**config.mk**
```make
export PLATFORM = sky130hd
export DESIGN_NAME = swv_datapath
export DESIGN_NICKNAME = d
export VERILOG_FILES = /design/src/rtl/core/swv_pkg.sv /design/src/rtl/core/swv_datapath.sv
export SDC_FILE = /design/constraint.sdc
export NUM_CORES = 2
export LEC_CHECK = 0
export BUFFER_PORTS_ARGS = -buffer_cell sky130_fd_sc_hd__buf_2
export CAP_MARGIN = 30
export CORE_ASPECT_RATIO = 2
export CORE_UTILIZATION = 70
export CTS_BUF_LIST = sky130_fd_sc_hd__clkbuf_4
export CTS_CLUSTER_SIZE = 30
export DETAILED_ROUTE_END_ITERATION = 8
export PLACE_DENSITY_LB_ADDON = 0.08
export SLEW_MARGIN = 20
export SYNTH_ARGS = -nofsm -noshare
export SYNTH_HDL_FRONTEND = slang
export SYNTH_SLANG_ARGS = --single-unit
```
**constraint.sdc**
```tcl
create_clock -name clk -period 19.9 [get_ports clk]
set_input_delay 3.98 -clock clk [delete_from_list [all_inputs] [get_ports clk]]
set_output_delay 3.98 -clock clk [all_outputs]
set_load 0.03 [all_outputs]
```
**src/rtl/core/swv_pkg.sv**
```systemverilog
// Shared types, constants and width helpers for the sliding window variance unit.
package swv_pkg;

  localparam int MAX_WINDOW_DEF  = 128;
  localparam int SAMPLE_BITS_DEF = 16;
  localparam int CFG_W           = 8;
  localparam int OUT_W           = 38;
  localparam int FRAC_BITS       = 8;
  localparam logic [CFG_W-1:0] RESET_WINDOW = 8'd100;

  // Commands from the controller to the datapath
  typedef struct packed {
    logic clr_wr;    // write zero to the ring at the sweep address
    logic smp_wr;    // store the accepted sample and advance the write slot
    logic rd_en;     // read the ring at the scan address
    logic acc_clr;   // zero the sum accumulators
    logic fin_abs;   // take the magnitude of the sum
    logic fin_mul;   // form W*Q, S*S and W*W
    logic div_load;  // load the divider with the numerator
    logic div_step;  // one restoring division step
    logic out_load;  // move the quotient into the output register
  } swv_cmd_t;

  // Status from the datapath to the controller
  typedef struct packed {
    logic out_full;  // output word held and not taken this cycle
  } swv_sts_t;

  function automatic int max_int(int a, int b);
    return (a > b) ? a : b;
  endfunction

  // Dividend width: numerator W*Q plus the fraction bits
  function automatic int dvd_width(int mw, int sb);
    return 2 * sb + $clog2(mw) + $clog2(mw + 1) + FRAC_BITS;
  endfunction

endpackage

```
**src/rtl/core/swv_datapath.sv**
```systemverilog
// Datapath: sample ring, sum accumulators, finish multipliers, restoring divider, output register.
module swv_datapath
  import swv_pkg::*;
#(
  parameter int MAX_WINDOW  = MAX_WINDOW_DEF,
  parameter int SAMPLE_BITS = SAMPLE_BITS_DEF,
  localparam int IDX_W = $clog2(MAX_WINDOW),
  localparam int WIN_W = $clog2(MAX_WINDOW + 1)
) (
  input  logic                   clk,
  input  logic                   rst_n,
  input  logic                   cfg_wen,
  input  logic [CFG_W-1:0]       cfg_wdata,
  input  logic [SAMPLE_BITS-1:0] sample,
  input  swv_cmd_t               cmd,
  input  logic [IDX_W-1:0]       addr,
  output logic [WIN_W-1:0]       win,
  output swv_sts_t               sts,
  output logic                   out_tvalid,
  input  logic                   out_tready,
  output logic [OUT_W-1:0]       variance_q8
);

  localparam int B     = SAMPLE_BITS;
  localparam int SUM_W = B + IDX_W + 1;
  localparam int SS_W  = 2 * SUM_W;
  localparam int Q_W   = 2 * B + IDX_W;
  localparam int N_W   = Q_W + WIN_W;
  localparam int D_W   = 2 * WIN_W;
  localparam int DVD_W = dvd_width(MAX_WINDOW, SAMPLE_BITS);
  localparam int CMP_W = max_int(CFG_W, WIN_W);

  // Window length register and its clamp to 1..MAX_WINDOW
  logic [CFG_W-1:0] cfg_r;
  logic [CMP_W-1:0] cfg_ext;

  always_ff @(posedge clk) begin
    if (!rst_n) begin
      cfg_r <= RESET_WINDOW;
    end else if (cfg_wen) begin
      cfg_r <= cfg_wdata;
    end
  end

  assign cfg_ext = CMP_W'(cfg_r);

  always_comb begin
    if (cfg_r == '0) begin
      win = WIN_W'(1);
    end else if (cfg_ext > CMP_W'(MAX_WINDOW)) begin
      win = WIN_W'(MAX_WINDOW);
    end else begin
      win = WIN_W'(cfg_ext);
    end
  end

  // Write slot: restart at zero if the window shrank, wrap at W
  logic [IDX_W-1:0] slot_r, slot_nxt, slot_use;
  logic [WIN_W-1:0] slot_inc;

  assign slot_use = (WIN_W'(slot_r) >= win) ? '0 : slot_r;
  assign slot_inc = WIN_W'(slot_use) + WIN_W'(1);
  assign slot_nxt = (slot_inc >= win) ? '0 : slot_inc[IDX_W-1:0];

  always_ff @(posedge clk) begin
    if (!rst_n) begin
      slot_r <= '0;
    end else if (cmd.smp_wr) begin
      slot_r <= slot_nxt;
    end
  end

  // Sample ring: one write port, one registered read port
  logic [B-1:0] ring_r [MAX_WINDOW];
  logic [B-1:0] rd_data_r;

  always_ff @(posedge clk) begin
    if (cmd.clr_wr) begin
      ring_r[addr] <= '0;
    end else if (cmd.smp_wr) begin
      ring_r[slot_use] <= sample;
    end
    if (cmd.rd_en) begin
      rd_data_r <= ring_r[addr];
    end
  end

  // Square stage, then accumulate
  logic                   rd_vld_r, sq_vld_r;
  logic [B-1:0]           val_r;
  logic [2*B-1:0]         sq_r;
  logic signed [2*B-1:0]  rd_ext;
  logic signed [2*B-1:0]  sq_full;
  logic [SUM_W-1:0]       s_r;
  logic [Q_W-1:0]         q_r;

  assign rd_ext  = $signed({{B{rd_data_r[B-1]}}, rd_data_r});
  assign sq_full = rd_ext * rd_ext;

  always_ff @(posedge clk) begin
    if (!rst_n) begin
      rd_vld_r <= 1'b0;
      sq_vld_r <= 1'b0;
    end else begin
      rd_vld_r <= cmd.rd_en;
      sq_vld_r <= rd_vld_r;
    end
  end

  always_ff @(posedge clk) begin
    if (rd_vld_r) begin
      val_r <= rd_data_r;
      sq_r  <= $unsigned(sq_full);
    end
    if (cmd.acc_clr) begin
      s_r <= '0;
      q_r <= '0;
    end else if (sq_vld_r) begin
      s_r <= s_r + {{(SUM_W - B){val_r[B-1]}}, val_r};
      q_r <= q_r + {{(Q_W - 2 * B){1'b0}}, sq_r};
    end
  end

  // Finish: |S|, then W*Q, S*S and W*W in parallel
  logic [SUM_W-1:0]   s_abs_r;
  logic [SS_W-1:0]    ss_full;
  logic [N_W-1:0]     wq_r, ss_r;
  logic [D_W-1:0]     den_r;

  assign ss_full = SS_W'(s_abs_r) * SS_W'(s_abs_r);

  always_ff @(posedge clk) begin
    if (cmd.fin_abs) begin
      s_abs_r <= s_r[SUM_W-1] ? (~s_r + 1'b1) : s_r;
    end
    if (cmd.fin_mul) begin
      wq_r  <= N_W'(win) * N_W'(q_r);
      ss_r  <= ss_full[N_W-1:0];
      den_r <= D_W'(win) * D_W'(win);
    end
  end

  // Restoring divider: quotient bits shift in behind the dividend
  logic [DVD_W-1:0] dvd_r;
  logic [D_W-1:0]   rem_r;
  logic [D_W:0]     trial;
  logic             q_bit;
  logic [D_W-1:0]   trial_sub;

  assign trial     = {rem_r, dvd_r[DVD_W-1]};
  assign q_bit     = (trial >= {1'b0, den_r});
  assign trial_sub = trial[D_W-1:0] - den_r;

  always_ff @(posedge clk) begin
    if (cmd.div_load) begin
      dvd_r <= {wq_r - ss_r, {FRAC_BITS{1'b0}}};
      rem_r <= '0;
    end else if (cmd.div_step) begin
      dvd_r <= {dvd_r[DVD_W-2:0], q_bit};
      rem_r <= q_bit ? trial_sub : trial[D_W-1:0];
    end
  end

  // Output register
  logic             out_vld_r;
  logic [OUT_W-1:0] out_data_r;

  always_ff @(posedge clk) begin
    if (!rst_n) begin
      out_vld_r <= 1'b0;
    end else if (cmd.out_load) begin
      out_vld_r <= 1'b1;
    end else if (out_tready) begin
      out_vld_r <= 1'b0;
    end
  end

  always_ff @(posedge clk) begin
    if (cmd.out_load) begin
      out_data_r <= OUT_W'(dvd_r);
    end
  end

  assign out_tvalid   = out_vld_r;
  assign variance_q8  = out_data_r;
  assign sts.out_full = out_vld_r && !out_tready;

endmodule

```
# [Word level (Yosys, flattened, before mapping)]
# Memories as Yosys holds them, arrays and structs flattened. A register that Yosys moved wholly into a read port is not among the register bits.
# Index checks and enable logic that the tools add are counted.
[totals] regBits=372 ram_bits=2048 input_bits=44 output_inout_bits=48 word_cells=58 n_memories=1
[mem_list] name="ring_r" depth=128 width=16 read_ports=1 rd_ports_with_merged_regs=1 write_ports=1 line_no="swv_datapath.sv:74" source="logic [B-1:0] ring_r [MAX_WINDOW];"
[op_classes] add_sub_neg=6 multipliers=4 order_cmp=4 muxes=18 n_bitwise=1 reduce_logical=6
[op_table] cell="two-way mux 55 bit" count=2
[op_table] cell="multiplier 24 x 24 -> 47 bit" count=1
[op_table] cell="multiplier 8 x 39 -> 47 bit" count=1
[op_table] cell="subtractor 47 bit" count=1
[op_table] cell="adder 39 x 32 -> 39 bit" count=1
[op_table] cell="multiplier 16 x 16 -> 32 bit" count=1
[op_table] cell="two-way mux 16 bit" count=2
[op_table] cell="adder 24 x 1 -> 24 bit, second input constant" count=1
[op_table] cell="adder 24 bit" count=1
[op_table] cell="inverter 24 bit" count=1
[op_table] cell="two-way mux 23 bit" count=1
[op_table] cell="two-way mux 7 bit" count=3
[op_table] cell="greater-or-equal comparator 17 x 16 -> 1 bit" count=1
[op_table] cell="multiplier 8 x 8 -> 16 bit" count=1
[op_table] cell="two-way mux 8 bit" count=2
[op_table] cell="OR reduction 16 bit" count=1
[op_table] cell="subtractor 16 bit" count=1
[op_table] cell="adder 7 x 1 -> 8 bit, second input constant" count=1
[op_table] cell="greater-or-equal comparator 7 x 8 -> 1 bit" count=1
[op_table] cell="greater-or-equal comparator 8 bit" count=1
[op_table] cell="> comparator 8 bit, second input constant" count=1
[op_table] cell="zero test 8 bit" count=1
[op_table] cell="two-way mux 1 bit" count=8
[op_table] cell="nonzero test 2 bit" count=2
[op_table] cell="2 further kinds" count=2

# [Longest topological paths before layout]
[logic_depth] depth_word=8 depth_mapped=30 ltp_nobuf=29

# [Worst setup path after synthesis]
# No wires, ideal clock.
[synth_path] path_type="in2out" from="input out_tready" to="output sts" t_arrival_ps=4444 required_time_ps=15920 setup_slack_ps=11476 stages=1 path_buffers=0 cell_sequence="nor2b_1"
[synth_via] elab_chain_cells=2
[synth_lines] element="from (decl)" line_no="swv_datapath.sv:20" source="input logic out_tready,"
[synth_lines] element="zero test 1 bit" line_no="swv_datapath.sv:186" source="assign sts.out_full = out_vld_r && !out_tready;"
[synth_lines] element="logical AND 1 bit" line_no="swv_datapath.sv:186"
[synth_lines] element="to (decl)" line_no="swv_datapath.sv:18" source="output swv_sts_t sts,"
# No other way between the ends.

# [Worst setup path in the final report]
# Same ends and word-level chain as after synthesis.

==> qor.csv <==
stage,metric,value,unit
outcome,status,completed,
logic_synthesis,"Cell Area, Synth",0.133,sq mm
route,Via-to-Cell Ratio,6.37,
placement,HPWL Detailed,233000,um
global_routing,Total GRT Usage,36.1,%
logic_synthesis,register bit count reported by yosys,2432,
power_and_ir_drop,pwr dens,150,mW/mm^2
cts,H-tree depth,5,
global_routing,met1 usage,37.5,%
timing,headroom to the max-slew limit,22.7,%
cells_and_area,layout cell share with drive strength beyond 1,19.3,%
die,total I/O pin count,92,
route,# DRC,0,
logic_synthesis,"Distinct cells, synth",79,
timing,Setup TNS Final,0,ns
setup_path,CP Class,in2out,
placement,dpl cells,11200,
cts,clock tree buffer depth,4,
logic_synthesis,most frequent cell after synthesis,edfxtp_1,
setup_path,crit start category,input pin,
die,Initial Util,70.6,%
setup_path,"most used cell, CP",buf_2,
cts,cts bufs inserted,489,
global_routing,routing usage on met3,6.05,%
logic_synthesis,Main synth FF type,edfxtp_1,
setup_path,WP data required,15.92,ns
timing,Clock Skews,0.122,ns
power_and_ir_drop,VDD IR max,0.271,mV
cts,clock root cell,clkbuf_4,
setup_path,Worst setup EP type,primary output,
route,Antenna Nets Post-Route,0,
logic_synthesis,synth cell count leaders,"edfxtp_1 (2327), inv_1 (1220), fa_1 (910)",
global_routing,number of global-route vias before repair,83200,
die,Die ar.,0.192,sq mm
global_routing,initial antenna violation count,13,
placement,port bufs,91,
logic_synthesis,Area contributors post-synth,"edfxtp_1 (53%), fa_1 (14%), mux4_2 (11%), ha_1 (4.6%), inv_1 (3.4%)",
logic_synthesis,post-synth top area cell,edfxtp_1,
cells_and_area,post-route cell area,0.144,sq mm
die,Chip Height,618,um
global_routing,met2 Use GR,63.2,%
logic_synthesis,number of flops mapped to enable cells by yosys,2327,
cts,Skew-Pair Late Insertion Delay,1.29,ns
min_path,worst hold path type,reg2reg,
cts,# Post-CTS Setup Buffers,0,
timing,Tmin final,8.50,ns
logic_synthesis,sequential fraction of the synthesis area,54.2,%
timing,Max Freq,0.118,GHz
placement,routability cong.,0.961,
cts,# hold bufs at CTS,0,
power_and_ir_drop,Leakage,0.0557,uW
die,Core ar.,0.188,sq mm
route,drt total wl,338000,um
setup_path,CP Cell Sequence,buf_2 > nor2b_1 > buf_2,
route,DRT iter0 DRCs,6709,
cells_and_area,fin cells,12100,
global_routing,busiest metal layer after global routing,met2,
setup_path,slowest stage cell on the critical path,buf_2,
setup_path,"Arr. time, crit path",4.52,ns
logic_synthesis,Post-synth ARST share,0,%
logic_synthesis,Synth top area share,52.6,%
timing,Slew @ Worst Pin,1.16,ns
cts,clock sink count,2432,
timing,period utilisation layout,42.7,%
global_routing,first-pass GRT wire length,496000,um
logic_synthesis,Synth Warn #,0,
cells_and_area,synthesis-to-layout area growth,8.23,%
global_routing,pin count of the biggest net entering global routing,108,
setup_path,Max stage delay on crit path,0.26,ns
run,maxcap violations,0,
timing,"Setup violations, final",0,
global_routing,GRT overflow,0,
die,Row Count,225,
placement,dpl cell area,0.137,sq mm
cts,CTS clock-pin slew for the worst setup and hold paths,0.07,ns
timing,RSZ-0062 raised after global routing,no,
route,Vias,77300,
cts,# resized after CTS,0,
cells_and_area,nets@finish,10700,
cts,CTS tree,built,
die,Die X,310,um
route,WL per Instance,27.8,um
timing,Final Hold Fails,0,
logic_synthesis,Synth Area per Inst,15.1,sq um
setup_path,crit-path max FO,2,
route,first-pass detailed-route iteration total,6,
logic_synthesis,Syn Inst Count,8780,
timing,Slew Limit Fails,0,
layer usage:
layer	up-vias	share of wire, %
li1	32500	-
met1	39300	30
met2	4154	53
met3	1333	7.1
met4	8	9.8
met5	-	0.017
final timing paths:
check	startpoint	end	slack [ns]	cells after the start
setup reg to reg	s_abs_r[8]	ss_r[44]	11.68	27
hold reg to reg	dvd_r[24]	variance_q8[24]	0.45	0
setup / recovery	out_tready	sts	11.40	3
hold / removal	dvd_r[24]	variance_q8[24]	0.45	0
cells in the final DEF (no fill, tap or decap), drive strengths merged, types with 57 or more instances in the layout:
| cell | Yosys | routed |
|---|---|---|
| and2 | 358 | 358 |
| nand3 | 58 | 58 |
| nand2 | 546 | 546 |
| edfxtp | 2327 | 2327 |
| xor2 | 84 | 84 |
| dfxtp | 105 | 105 |
| buf | 74 | 312 |
| inv | 1222 | 1226 |
| nor2b | 61 | 61 |
| xnor2 | 185 | 185 |
| fa | 910 | 910 |
| ha | 488 | 488 |
| a21oi | 224 | 224 |
| a21o | 122 | 122 |
| o21ai | 144 | 144 |
| clkbuf | 283 | 683 |
| mux4 | 672 | 672 |
| nor2 | 399 | 399 |
| clkinv | 2 | 185 |
| mux2i | 57 | 57 |
registers in the layout, summed over array words and instances, names as in the netlist, 24 cells and up:
signal	cells
ring_r	2048
dvd_r	55
wq_r	47
ss_r	46
q_r	39
variance_q8	38
sq_r	30
s_abs_r	24
s_r	24
critical path, delay by kind of cell:
kind / cells / cell delay (ns)
buf+inv: 2 / 0.35
simple gates: 1 / 0.19
kinds of logic (layout without fill, tap and decap cells):
kind of cell               count (synthesis)  after routing  share of synthesized area (%)
AOI/OAI and AO/OA                        745            745                           3.61
other                                      1             27                        0.00282
and+or+nand+nor                         1608           1608                           5.73
buffers and inverters                   1581           2420                           4.47
adders and majority gates               1398           1398                           18.3
muxes                                    746            746                           12.0
DFF                                     2432           2432                           54.2
xor gates and xnor gates                 269            269                           1.77
per-stage QoR:
stage,hold WS (ns),utilization (%),worst slack (ns),power (uW)
4_1_cts,0.431,76.2,11.41,21600
2_1_floorplan,0.424,-,11.48,14800
5_1_grt,0.458,76.4,11.28,23100
3_3_place_gp,0.431,72.6,10.32,17700
6_report,0.446,76.4,11.40,21600
3_5_place_dp,0.435,72.9,10.27,18000
final cells by class:
class,instances,area [sq um]
clock buffers,683,5130
well taps,2497,3120
diodes,17,42.5
fillers,11000,44500
multi-input cells,4776,55400
flip-flops and latches,2432,72000
repair buffers,312,2480
inverters,1224,4600
clock inverters,201,1140
power breakdown:
| group | total, uW | internal, uW | switching, uW |
|---|---|---|---|
| clock network | 3620 | 1740 | 1890 |
| logic | 11500 | 4760 | 6750 |
| registers | 6500 | 6350 | 151 |
No activity file was read; power rests on OpenSTA's default activity.
