==> config.mk <==
export PLATFORM = sky130hd
export DESIGN_NAME = swv_ctrl
export DESIGN_NICKNAME = d
export VERILOG_FILES = /design/src/rtl/core/swv_pkg.sv /design/src/rtl/core/swv_ctrl.sv
export SDC_FILE = /design/constraint.sdc
export NUM_CORES = 1
export LEC_CHECK = 0
export BUFFER_PORTS_ARGS = -buffer_cell sky130_fd_sc_hd__buf_2
export CAP_MARGIN = 0
export CORE_MARGIN = 1.5
export CORE_UTILIZATION = 40
export DETAILED_ROUTE_END_ITERATION = 7
export REMOVE_ABC_BUFFERS = 1
export SKIP_CTS_REPAIR_TIMING = 1
export SYNTH_ARGS = -nofsm -noshare
export SYNTH_HDL_FRONTEND = slang
export SYNTH_SLANG_ARGS = --single-unit
==> constraint.sdc <==
create_clock -name clk -period 2.6 [get_ports clk]
set_input_delay 0.52 -clock clk [delete_from_list [all_inputs] [get_ports clk]]
set_output_delay 0.52 -clock clk [all_outputs]
set_load 0.05 [all_outputs]
==> src/rtl/core/swv_pkg.sv <==
// Shared types, constants and width helpers for the sliding window variance unit.
package swv_pkg;

  localparam int MAX_WINDOW_DEF  = 128;
  localparam int SAMPLE_BITS_DEF = 16;
  localparam int CFG_W           = 8;
  localparam int OUT_W           = 38;
  localparam int FRAC_BITS       = 8;
  localparam logic [CFG_W-1:0] RESET_WINDOW = 8'd100;

  // Commands from the controller to the datapath
  typedef struct packed {
    logic clr_wr;    // write zero to the ring at the sweep address
    logic smp_wr;    // store the accepted sample and advance the write slot
    logic rd_en;     // read the ring at the scan address
    logic acc_clr;   // zero the sum accumulators
    logic fin_abs;   // take the magnitude of the sum
    logic fin_mul;   // form W*Q, S*S and W*W
    logic div_load;  // load the divider with the numerator
    logic div_step;  // one restoring division step
    logic out_load;  // move the quotient into the output register
  } swv_cmd_t;

  // Status from the datapath to the controller
  typedef struct packed {
    logic out_full;  // output word held and not taken this cycle
  } swv_sts_t;

  function automatic int max_int(int a, int b);
    return (a > b) ? a : b;
  endfunction

  // Dividend width: numerator W*Q plus the fraction bits
  function automatic int dvd_width(int mw, int sb);
    return 2 * sb + $clog2(mw) + $clog2(mw + 1) + FRAC_BITS;
  endfunction

endpackage

==> src/rtl/core/swv_ctrl.sv <==
// Controller state machine: clearing sweep, window scan, finish steps and divide sequencing.
module swv_ctrl
  import swv_pkg::*;
#(
  parameter int MAX_WINDOW  = MAX_WINDOW_DEF,
  parameter int SAMPLE_BITS = SAMPLE_BITS_DEF,
  localparam int IDX_W = $clog2(MAX_WINDOW),
  localparam int WIN_W = $clog2(MAX_WINDOW + 1)
) (
  input  logic             clk,
  input  logic             rst_n,
  input  logic             in_tvalid,
  output logic             in_tready,
  input  logic [WIN_W-1:0] win,
  input  swv_sts_t         sts,
  output swv_cmd_t         cmd,
  output logic [IDX_W-1:0] addr
);

  localparam int DVD_W   = dvd_width(MAX_WINDOW, SAMPLE_BITS);
  localparam int CNT_MAX = max_int(MAX_WINDOW + 1, DVD_W);
  localparam int CNT_W   = $clog2(CNT_MAX + 1);

  localparam logic [2:0] ST_CLEAR = 3'd0;
  localparam logic [2:0] ST_IDLE  = 3'd1;
  localparam logic [2:0] ST_SCAN  = 3'd2;
  localparam logic [2:0] ST_ABS   = 3'd3;
  localparam logic [2:0] ST_MUL   = 3'd4;
  localparam logic [2:0] ST_LOAD  = 3'd5;
  localparam logic [2:0] ST_DIV   = 3'd6;
  localparam logic [2:0] ST_DONE  = 3'd7;

  logic [2:0]       state_r, state_nxt;
  logic [CNT_W-1:0] cnt_r, cnt_nxt;
  logic [CNT_W-1:0] win_ext;
  logic             accept;

  assign win_ext   = CNT_W'(win);
  assign in_tready = (state_r == ST_IDLE);
  assign accept    = in_tvalid && in_tready;
  assign addr      = cnt_r[IDX_W-1:0];

  // Next state, counter and commands
  always_comb begin
    state_nxt = state_r;
    cnt_nxt   = cnt_r;
    cmd       = '0;
    case (state_r)
      ST_CLEAR: begin
        cmd.clr_wr = 1'b1;
        if (cnt_r == CNT_W'(MAX_WINDOW - 1)) begin
          cnt_nxt   = '0;
          state_nxt = ST_IDLE;
        end else begin
          cnt_nxt = cnt_r + 1'b1;
        end
      end
      ST_IDLE: begin
        if (accept) begin
          cmd.smp_wr  = 1'b1;
          cmd.acc_clr = 1'b1;
          cnt_nxt     = '0;
          state_nxt   = ST_SCAN;
        end
      end
      ST_SCAN: begin
        // reads issue while the count is below W, then the read and square stages drain
        cmd.rd_en = (cnt_r < win_ext);
        if (cnt_r == win_ext + CNT_W'(1)) begin
          cnt_nxt   = '0;
          state_nxt = ST_ABS;
        end else begin
          cnt_nxt = cnt_r + 1'b1;
        end
      end
      ST_ABS: begin
        cmd.fin_abs = 1'b1;
        state_nxt   = ST_MUL;
      end
      ST_MUL: begin
        cmd.fin_mul = 1'b1;
        state_nxt   = ST_LOAD;
      end
      ST_LOAD: begin
        cmd.div_load = 1'b1;
        cnt_nxt      = '0;
        state_nxt    = ST_DIV;
      end
      ST_DIV: begin
        cmd.div_step = 1'b1;
        if (cnt_r == CNT_W'(DVD_W - 1)) begin
          cnt_nxt   = '0;
          state_nxt = ST_DONE;
        end else begin
          cnt_nxt = cnt_r + 1'b1;
        end
      end
      ST_DONE: begin
        // hold until the output register frees up
        if (!sts.out_full) begin
          cmd.out_load = 1'b1;
          state_nxt    = ST_IDLE;
        end
      end
      default: begin
        state_nxt = ST_IDLE;
      end
    endcase
  end

  always_ff @(posedge clk) begin
    if (!rst_n) begin
      state_r <= ST_CLEAR;
      cnt_r   <= '0;
    end else begin
      state_r <= state_nxt;
      cnt_r   <= cnt_nxt;
    end
  end

endmodule

== Word-level counts from Yosys, hierarchy flattened ==
Index checks and enable logic that the tools add are counted.
Word-level totals
  word-level logic and storage cells: 46
  bits of input ports: 12
  output and inout port bits: 17
  flip-flop bits (word level): 11
Cells by class
  eq/ne operators: 15
  $add $sub $neg: 2
  order comparisons: 1
  muxes and demuxes: 21
  reductions and logical operators: 5
Operator list (count)
  case mux 8 bit (5 select lines): 1
  two-way mux 8 bit: 4
  case mux 3 bit (8 select lines): 1
  adder 8 x 1 -> 8 bit, second input constant: 2
  two-way mux 3 bit: 5
  == test 3 bit, second input constant: 4
  two-way mux 1 bit: 10
  == test 8 x 6 -> 1 bit, second input constant: 1
  == test 8 x 7 -> 1 bit, second input constant: 1
  == test 8 bit: 1
  < comparator 8 bit: 1
  != test 2 bit, second input constant: 4
  == test 3 x 2 -> 1 bit, second input constant: 2
  AND reduction 5 bit: 1
  nonzero test 5 bit: 1
  == test 3 x 1 -> 1 bit, second input constant: 1
  zero test 3 bit: 1
  != test 2 x 1 -> 1 bit, second input constant: 1
  AND reduction 2 bit: 1
  logical AND 1 bit: 1

== Depth between registers and ports, before layout ==
Gate-level depths: netlist of run 1.
  depth after elaboration: 4
  depth in mapped cells: 8

== Worst setup path after synthesis of run 1 ==
Ideal clock, no wire load.
  path type: flip-flop to output port
  from: register state_r[0]
  to: output cmd[7] (netlist bit)
  arrival time: 2.733 ns
  path slack: -0.653 ns
  cell stages (with the launch flop): 6
  path buffers: 2
  path through: dfxtp_1 > clkbuf_1 > inv_1 > nor3_1 > and2_1 > buf_4
RTL lines
  start: declaration: RTL line swv_ctrl.sv:33  | logic [2:0] state_r, state_nxt;
  start signal: assignment: RTL line swv_ctrl.sv:116  | state_r <= state_nxt;
  end: declaration: RTL line swv_ctrl.sv:16  | output swv_cmd_t cmd,

==> results of run 1 <==
-- per-layer routing --
layer,wire length [um],global-route usage [%]
met5,0,0
met4,59,6.98
met3,158,1.56
met2,1360,31.7
met1,1330,21.4
-- sequential cells by signal, indices dropped and copies added, names as in the netlist --
name,count
state_r,3
cnt_r,8
-- synthesized netlist by cell type, drive strengths merged (2+ instances only) --
library cell	n	area [um^2]
o2111ai	2	17.5
dfxtp	11	220
inv	10	37.5
nor2	9	33.8
a31oi	2	12.5
or3	3	18.8
o31a	2	17.5
a21o	2	15.0
buf	9	65.1
clkbuf	3	11.3
xnor2	5	43.8
nand2b	3	18.8
nand3	5	37.5
nor3b	4	30.0
and3	4	30.0
xor2	3	26.3
and2	2	12.5
o21ai	10	50.1
nor4	2	27.5
ha	11	138
a32o	3	30.0
nand3b	3	22.5
nand2	11	41.3
nor3	9	45.0
a211o	2	17.5
o21a	2	15.0
a21oi	8	43.8
nor2b	3	18.8
-- worst reg2reg max path, delay by kind of cell (launching register included) --
family          cells  cell delay [ns]
fa+ha+maj           1             0.27
buf+inv             2             0.27
simple gates        4             0.84
compound gates      1             0.21
flops               1             0.40
-- power breakdown --
part | leakage [nW] | internal (mW) | switching (mW)
Combinational | 0.535 | 0.0393 | 0.0594
Sequential | 0.0895 | 0.173 | 0.00757
Clock | 0.0150 | 0.0593 | 0.0578
Total | 0.640 | 0.271 | 0.125
-- final cells by class --
cell class	count	share of cell area [%]
multi-input cells	124	64.2
flip-flops and latches	11	16.0
repair buffers	32	12.5
well taps	31	2.80
inverters	10	2.71
clock buffers	4	1.90
-- worst paths after layout --
kind,end,slack (ns)
hold / removal,cnt_r[1]$_SDFFE_PN0P_,0.53
hold reg to reg,cnt_r[1]$_SDFFE_PN0P_,0.53
setup reg to reg,state_r[0]$_SDFFE_PN0P_,0.52
setup / recovery,cmd[6],0.15
-- cells by family (layout without fill, tap and decap cells) --
| logic type | count (synthesis) | count (layout) | synth area share (%) |
|---|---|---|---|
| compound gates | 43 | 43 | 25.2 |
| xor+xnor | 8 | 8 | 5.74 |
| fa+ha+maj | 11 | 11 | 11.3 |
| buf+inv | 22 | 46 | 9.33 |
| flops | 11 | 11 | 18.1 |
| simple gates | 62 | 62 | 30.4 |
==> metrics, run 1 <==
critical setup path kind in2out; Hold Vio Cnt, Final 0; Setup violations, final 0; WL final 2910 um; CP delay by family, top compound AO/OA/AOI/OAI gates; Num CTS Buffers 3; worst slack, placed 0.0228 ns; Final Total Pwr 396 uW; Post-Route Setup TNS 0 ns; Std-Cell Rows 19; commonest non-fill, non-tap cell in the layout buf_2; crit path cell chain buf_2, inv_1, ha_1, nor2b_1, o21ai_1, nand2b_1, a21oi_2, o21ai_0, a31oi_1, buf_4; WL/cell 13.7 um; RR Startpoint cnt_r[0]$_SDFFE_PN0P_; grt ovf 0; core area 0.00283 mm^2; vias in the first global route 1,061; DPL Wire Length 2320 um; achievable clock frequency 0.407 GHz; crit path DAT 1.93 ns; Final period util 94.4%; Levels on crit path 10; Final Net Count 205; CP max stage delay 0.27 ns; final RePlAce weighted congestion 0.874; Via density 5.86; hold_sp cnt_r[1]$_SDFFE_PN0P_; Die W 58.2 um; clk slew on worst S/H paths 0.07 ns; Skew-Pair Late Insertion Delay 0.27 ns; Yosys cell types 47; PD cells 286 mW/mm^2; htree depth 1; first-pass GRT wire length 4640 um; leak pwr 0.640 nW; crit path max-delay cell type ha_1; 1st-iter DRT viols 75; antenna-violating nets left 0; # placed instances 208; initial antenna violation count 0; nature of the critical path endpoint output pin; crit-path max FO 3; DR pass1 iterations 6; Hold Path Class reg2reg; Via Count 1,243; Reg2Reg Depth 8; synth-to-layout area growth 13.6%; Worst Setup SP win[1]; sequential share of the synthesized area 18.1%; most frequent cells in the layout 27 x buf_2, 11 x nand2_1, 11 x ha_1; actual slew at the worst max-slew pin 0.527 ns; Slew Viols, Final 0; non-filler instance count after layout 212; DRC 0; GRT Util Overall 17.6%; clock root cell clkbuf_4; Storage cell area 221 um^2; Post-DP Area 0.00135 mm^2; largest net degree at the start of global routing 17; Mapped Avg Cell Area 7.77 um^2; Max transition margin 64.9%; Post-Route Utilization 49.0%; synthesis-stage register bit count 11; max cap viols 0; I/O pins 29; die height 58.2 um; Synth warnings 0; final non-filler cell area 0.00139 mm^2; WP buf/inv 3; Hold Path Cell Cnt 2; Tmin final 2.45 ns; number of synthesized flops with an enable pin 0; layout cell share with drive strength beyond 1 23.8%; Clock Sinks 11; post-synthesis cell area 0.00122 mm^2; multi-input logic area 890 um^2; Min Hold Slack 0.532 ns; number of diodes 0; Final WS setup 0.145 ns; Longest Clk Path Bufs 2; I/O Buffers 28; CTS tree built; most common flop cell mapped by yosys dfxtp_1; status completed; Starting Density 43.1%; Setup crit start kind primary input; fill cell instance count of the final layout 283; ys async rst share 0%; die area 0.00339 mm^2; maximum VDD drop 202 uV; RSZ-0062 raised after global routing no; Synth Instances 157; Req. time, crit path 2.08 ns; Clock Skews 0.00468 ns
No activity file was read; power rests on OpenSTA's default activity.
==> run 2: changes to the inputs <==
--- a/config.mk
+++ b/config.mk
@@ -7,9 +7,12 @@
 export LEC_CHECK = 0
 export BUFFER_PORTS_ARGS = -buffer_cell sky130_fd_sc_hd__buf_2
 export CAP_MARGIN = 0
+export CELL_PAD_IN_SITES_DETAIL_PLACEMENT = 1
+export CELL_PAD_IN_SITES_GLOBAL_PLACEMENT = 1
 export CORE_MARGIN = 1.5
-export CORE_UTILIZATION = 40
+export CORE_UTILIZATION = 38
 export DETAILED_ROUTE_END_ITERATION = 7
+export PLACE_DENSITY_LB_ADDON = 0.1
 export REMOVE_ABC_BUFFERS = 1
 export SKIP_CTS_REPAIR_TIMING = 1
 export SYNTH_ARGS = -nofsm -noshare
==> metrics, run 2 (synthesis results as in run 1) <==
final RePlAce weighted congestion 0.808 (-7.5%); die height 59.7 um (+2.5%); Via density 5.50 (-6.3%); Min Hold Slack 0.540 ns (+0.00867 ns); crit path cell chain buf_2, inv_1, ha_1, nor2b_1, o21ai_1, nand2b_1, a21oi_2, o21ai_1, a31oi_1, buf_4; final non-filler cell area 0.00141 mm^2 (+1.6%); most frequent cells in the layout 27 x buf_2, 11 x nand2_1, 11 x ha_1, 11 x dfxtp_1, 10 x inv_1; Post-DP Area 0.00138 mm^2 (+1.8%); fill cell instance count of the final layout 410 (+45%); Levels on crit path 10 (unchanged); actual slew at the worst max-slew pin 0.484 ns (-0.0435 ns); met2 usage 35.4% (+3.7 points); synth-to-layout area growth 15.5%; Final WS setup 0.159 ns (+0.0135 ns); Req. time, crit path 2.08 ns (about the same); Num CTS Buffers 3 (unchanged); multi-input logic area 890 um^2 (unchanged); crit-path most repeated cell o21ai_1; Post-Route Setup TNS 0 ns (unchanged); Hold Path Class in2reg; vias in the first global route 1,213 (+14%); grt met1 use 28.1% (+6.6 points); Hold Path Cell Cnt 3 (+1); Clock Sinks 11 (unchanged); top flop regs cnt_r (8), state_r (3); GR Util met3 1.95% (+0.39 points); Slew Viols, Final 0 (unchanged); Clock Skews 0.00705 ns (+0.00237 ns); worst slack, placed 0.00904 ns (-0.0137 ns); clk slew on worst S/H paths 0.07 ns (about the same); crit path DAT 1.92 ns (about the same); crit path max-delay cell type ha_1; status completed; Skew-Pair Late Insertion Delay 0.27 ns (about the same); DRC 0 (unchanged); Reg2Reg Depth 7 (-1); critical setup path kind in2out; Tmin final 2.44 ns (-0.0135 ns); 1st-iter DRT viols 36 (-52%); CP delay by family, top compound AO/OA/AOI/OAI gates; Storage cell area 220 um^2 (-0.56%); CTS tree built; Die W 59.7 um (+2.5%); nature of the critical path endpoint output pin; I/O pins 29 (unchanged); commonest non-fill, non-tap cell in the layout buf_2; first-pass GRT wire length 5660 um (+22%); htree depth 1 (unchanged); Largest register FFs 8 (unchanged); Std-Cell Rows 20 (+1); antenna-violating nets left 0 (unchanged); WL final 3340 um (+15%); maximum VDD drop 246 uV (+22%); PD cells 289 mW/mm^2 (+1.2%); CP max stage delay 0.27 ns (about the same); I/O Buffers 28 (unchanged); WL/cell 14.8 um (+7.6%); Hold Vio Cnt, Final 0 (unchanged); Setup crit start kind primary input; core area 0.00305 mm^2 (+7.9%); die area 0.00356 mm^2 (+5.0%); clock root cell clkbuf_4; Final Net Count 206 (+0.49%); max cap viols 0 (unchanged); WP buf/inv 3 (unchanged); leak pwr 0.644 nW (+0.70%); layout cell share with drive strength beyond 1 23.6% (-0.13 points); grt ovf 0 (unchanged); number of diodes 0 (unchanged); Longest Clk Path Bufs 2 (unchanged); Reg with most FFs cnt_r; largest net degree at the start of global routing 16 (-1); Final period util 93.9% (-0.52 points); RSZ-0062 raised after global routing no; Max transition margin 67.7% (+2.8 points); global routing's busiest layer met2; crit-path max FO 3 (unchanged); Via Count 1,242 (-0.080%); Setup violations, final 0 (unchanged); GRT Util Overall 20.9% (+3.3 points); DR pass1 iterations 4 (-2); achievable clock frequency 0.410 GHz (+0.55%); initial antenna violation count 0 (unchanged); DPL Wire Length 2700 um (+17%); Starting Density 40.0% (-3.2 points)
run 2: worst paths after layout:
| path | from | end | slack (ns) |
|---|---|---|---|
| hold / removal | rst_n | state_r[1]$_SDFFE_PN0P_ | 0.54 |
| setup / recovery | win[1] | cmd[6] | 0.16 |
| hold reg to reg | cnt_r[0]$_SDFFE_PN0P_ | cnt_r[0]$_SDFFE_PN0P_ | 0.58 |
| setup reg to reg | cnt_r[0]$_SDFFE_PN0P_ | cnt_r[3]$_SDFFE_PN0P_ | 0.44 |
run 2: layout make-up:
cell class / instances / share of cell area (%)
multi-input combinational: 124 / 63.1
sequential: 11 / 15.6
timing repair buffer: 33 / 12.8
tap: 44 / 3.91
inverter: 10 / 2.66
clock buffer: 4 / 1.87
run 2: layer usage:
layer	routed length, um	vias up	part of all wire, %
met2	1650	18	49
met1	1590	603	48
met5	0	-	0
met3	82	2	2.5
met4	20	0	0.60
li1	-	619	-
run 2: worst register-to-register path, stage by stage, from the launching register on:
cell and delay [ns]:
dfxtp_1 0.41, inv_1 0.11, ha_1 0.28, nor2_1 0.13
o2111ai_1 0.20, nor4_4 0.49, a21oi_2 0.16, a32o_1 0.28
run 2: through the flow:
| step | power, mW | instances | utilization (%) |
|---|---|---|---|
| finish | 0.408 | 226 | 46.1 |
| global route | 0.432 | 226 | 46.1 |
| CTS | 0.408 | 226 | 45.9 |
| detailed placement | 0.289 | 222 | 45.1 |
| global placement | 0.286 | 222 | 45.1 |
| floorplan | 0.249 | 145 | - |
run 2: report_power, final:
group / internal, mW / total, mW / switching [mW]
registers: 0.172 / 0.176 / 0.00388
logic: 0.0427 / 0.110 / 0.0669
clock network: 0.0593 / 0.122 / 0.0625
==> run 3: changes to the inputs <==
--- a/config.mk
+++ b/config.mk
@@ -15,6 +15,7 @@
 export PLACE_DENSITY_LB_ADDON = 0.1
 export REMOVE_ABC_BUFFERS = 1
 export SKIP_CTS_REPAIR_TIMING = 1
+export SLEW_MARGIN = 20
 export SYNTH_ARGS = -nofsm -noshare
 export SYNTH_HDL_FRONTEND = slang
 export SYNTH_SLANG_ARGS = --single-unit
==> constraint.sdc (replaced) <==
create_clock -name clk -period 2.6 [get_ports clk]
set_input_delay 0.52 -clock clk [delete_from_list [all_inputs] [get_ports clk]]
set_output_delay 0.52 -clock clk [all_outputs]
set_load 0.1 [all_outputs]
==> metrics, run 3 (synthesis results as in run 1) <==
Hold Path End state_r[1]$_SDFFE_PN0P_; hold_sp rst_n; Reg2Reg Capture Point cnt_r[2]$_SDFFE_PN0P_; Max transition margin 61.8% (-5.8 points); number of diodes 0 (unchanged); crit path max-delay cell type bufbuf_16; DPL Wire Length 2920 um (+8.0%); actual slew at the worst max-slew pin 0.571 ns (+0.0875 ns); vias in the first global route 1,270 (+4.7%); Final period util 95.8% (+1.9 points); Via density 5.58 (+1.6%); critical setup path kind in2out; antenna-violating nets left 0 (unchanged); CP delay by family, top compound AO/OA/AOI/OAI gates; status completed; layout cell share with drive strength beyond 1 26.5% (+2.9 points); Setup violations, final 0 (unchanged); fill cell instance count of the final layout 406 (-0.98%); I/O Buffers 28 (unchanged); crit path cell chain buf_6, inv_1, ha_1, nor2b_4, o21ai_1, nand2b_1, a21oi_2, o21ai_1, a31oi_1, bufbuf_16; largest net degree at the start of global routing 16 (unchanged); DRC 0 (unchanged); CTS tree built; Tmin final 2.49 ns (+0.0487 ns); nature of the critical path endpoint output pin; Storage cell area 220 um^2 (unchanged); CP max stage delay 0.33 ns (+0.06 ns); core area 0.00305 mm^2 (unchanged); max cap viols 0 (unchanged); DR pass1 iterations 5 (+1); first-pass GRT wire length 5770 um (+1.9%); worst slack, placed -0.0149 ns (-0.0239 ns); crit-path max FO 3 (unchanged); clk slew on worst S/H paths 0.07 ns (about the same); final RePlAce weighted congestion 0.798 (-1.3%); P_sw 149 uW (+12%); multi-input logic area 900 um^2 (+1.1%); htree depth 1 (unchanged); Post-DP Area 0.00141 mm^2 (+2.7%); leak pwr 0.675 nW (+4.8%); Hold Path Class in2reg; combinational power share 30.9% (+4.0 points); final non-filler cell area 0.00147 mm^2 (+4.5%); Reg with most FFs cnt_r; 1st-iter DRT viols 47 (+31%); commonest non-fill, non-tap cell in the layout buf_2; maximum VDD drop 159 uV (-35%); Std-Cell Rows 20 (unchanged); internal power 280 uW (+2.0%); Clock Sinks 11 (unchanged); Hold Path Cell Cnt 3 (unchanged); PD cells 291 mW/mm^2 (+0.72%); Slew Viols, Final 0 (unchanged); die height 59.7 um (unchanged); Final WS setup 0.110 ns (-0.0487 ns); GRT Util Overall 21.3% (+0.46 points); crit-path most repeated cell o21ai_1; Clock power frac 28.0% (-1.9 points); achievable clock frequency 0.402 GHz (-2.0%); WL final 3490 um (+4.3%); R2R setup slack 0.46 ns (+0.02 ns); Die W 59.7 um (unchanged); Hold Vio Cnt, Final 0 (unchanged); Min Hold Slack 0.537 ns (-0.00334 ns); I/O pins 29 (unchanged); WP buf/inv 3 (unchanged); crit path DAT 1.97 ns (+0.05 ns); Reg2Reg Depth 7 (unchanged); WL/cell 15.2 um (+3.0%); Clock Skews 0.00245 ns (-0.00459 ns); grt ovf 0 (unchanged); clock root cell clkbuf_4; Reg power frac 41.1% (-2.1 points); die area 0.00356 mm^2 (unchanged); most frequent cells in the layout 26 x buf_2, 11 x nand2_1, 11 x dfxtp_1; RR Startpoint cnt_r[0]$_SDFFE_PN0P_; initial antenna violation count 0 (unchanged); Skew-Pair Late Insertion Delay 0.27 ns (about the same); Via Count 1,278 (+2.9%); Largest register FFs 8 (unchanged); Req. time, crit path 2.08 ns (about the same); top flop regs cnt_r (8), state_r (3); Num CTS Buffers 3 (unchanged); RSZ-0062 raised after global routing no; Starting Density 40.0% (unchanged); Final Net Count 209 (+1.5%); Setup crit start kind primary input; Sw Ratio 34.8% (+2.1 points); synth-to-layout area growth 20.7%; Longest Clk Path Bufs 2 (unchanged)
-- run 3: worst max path at each step --
stage,end,start,cells after the start,slack (ns)
final,cmd[6],win[1],10,0.11
after floorplan,cmd[5],state_r[0]$_SDFFE_PN0P_,3,-2.26
after CTS,cmd[6],win[1],10,-0.03
after global placement,cmd[6],win[1],10,0.03
after detailed placement,cmd[6],win[1],10,-0.01
after global routing,cmd[6],win[1],10,0.02
-- run 3: final cells by class --
class,instances,share of cell area [%]
Multi-Input combinational cell,124,61.1
Timing Repair Buffer,36,15.9
Sequential cell,11,15.0
Tap cell,44,3.74
Inverter,10,2.55
Clock buffer,4,1.78
-- run 3: worst min-delay path, stage by stage --
cell	delay, ns
buf_2	0.13
o21ai_0	0.07
nor3_1	0.05
-- run 3: power groups by stage --
stage / Sequential [mW] / Combinational (mW) / Clock, mW
floorplan: 0.212 / 0.0524 / 0
global placement: 0.180 / 0.123 / 0
detailed placement: 0.180 / 0.127 / 0
CTS: 0.176 / 0.127 / 0.125
global route: 0.177 / 0.145 / 0.130
finish: 0.176 / 0.132 / 0.120
-- run 3: per-stage QoR --
| step | total power, mW | util [%] | TNS, ns | instances |
|---|---|---|---|---|
| 5_1_grt | 0.452 | 48.2 | 0 | 229 |
| 4_1_cts | 0.428 | 47.2 | -0.0251 | 229 |
| 6_report | 0.429 | 48.2 | 0 | 229 |
| 3_5_place_dp | 0.307 | 46.3 | -0.0149 | 225 |
| 3_3_place_gp | 0.303 | 46.3 | 0 | 225 |
| 2_1_floorplan | 0.264 | - | -18.62 | 145 |
-- run 3: per-layer routing --
metal | GRT usage [%] | up-vias | wire, um
met5 | 0 | - | 0
met3 | 2.16 | 4 | 135
li1 | - | 634 | -
met1 | 27.9 | 613 | 1560
met4 | 6.98 | 0 | 31
met2 | 36.5 | 27 | 1760
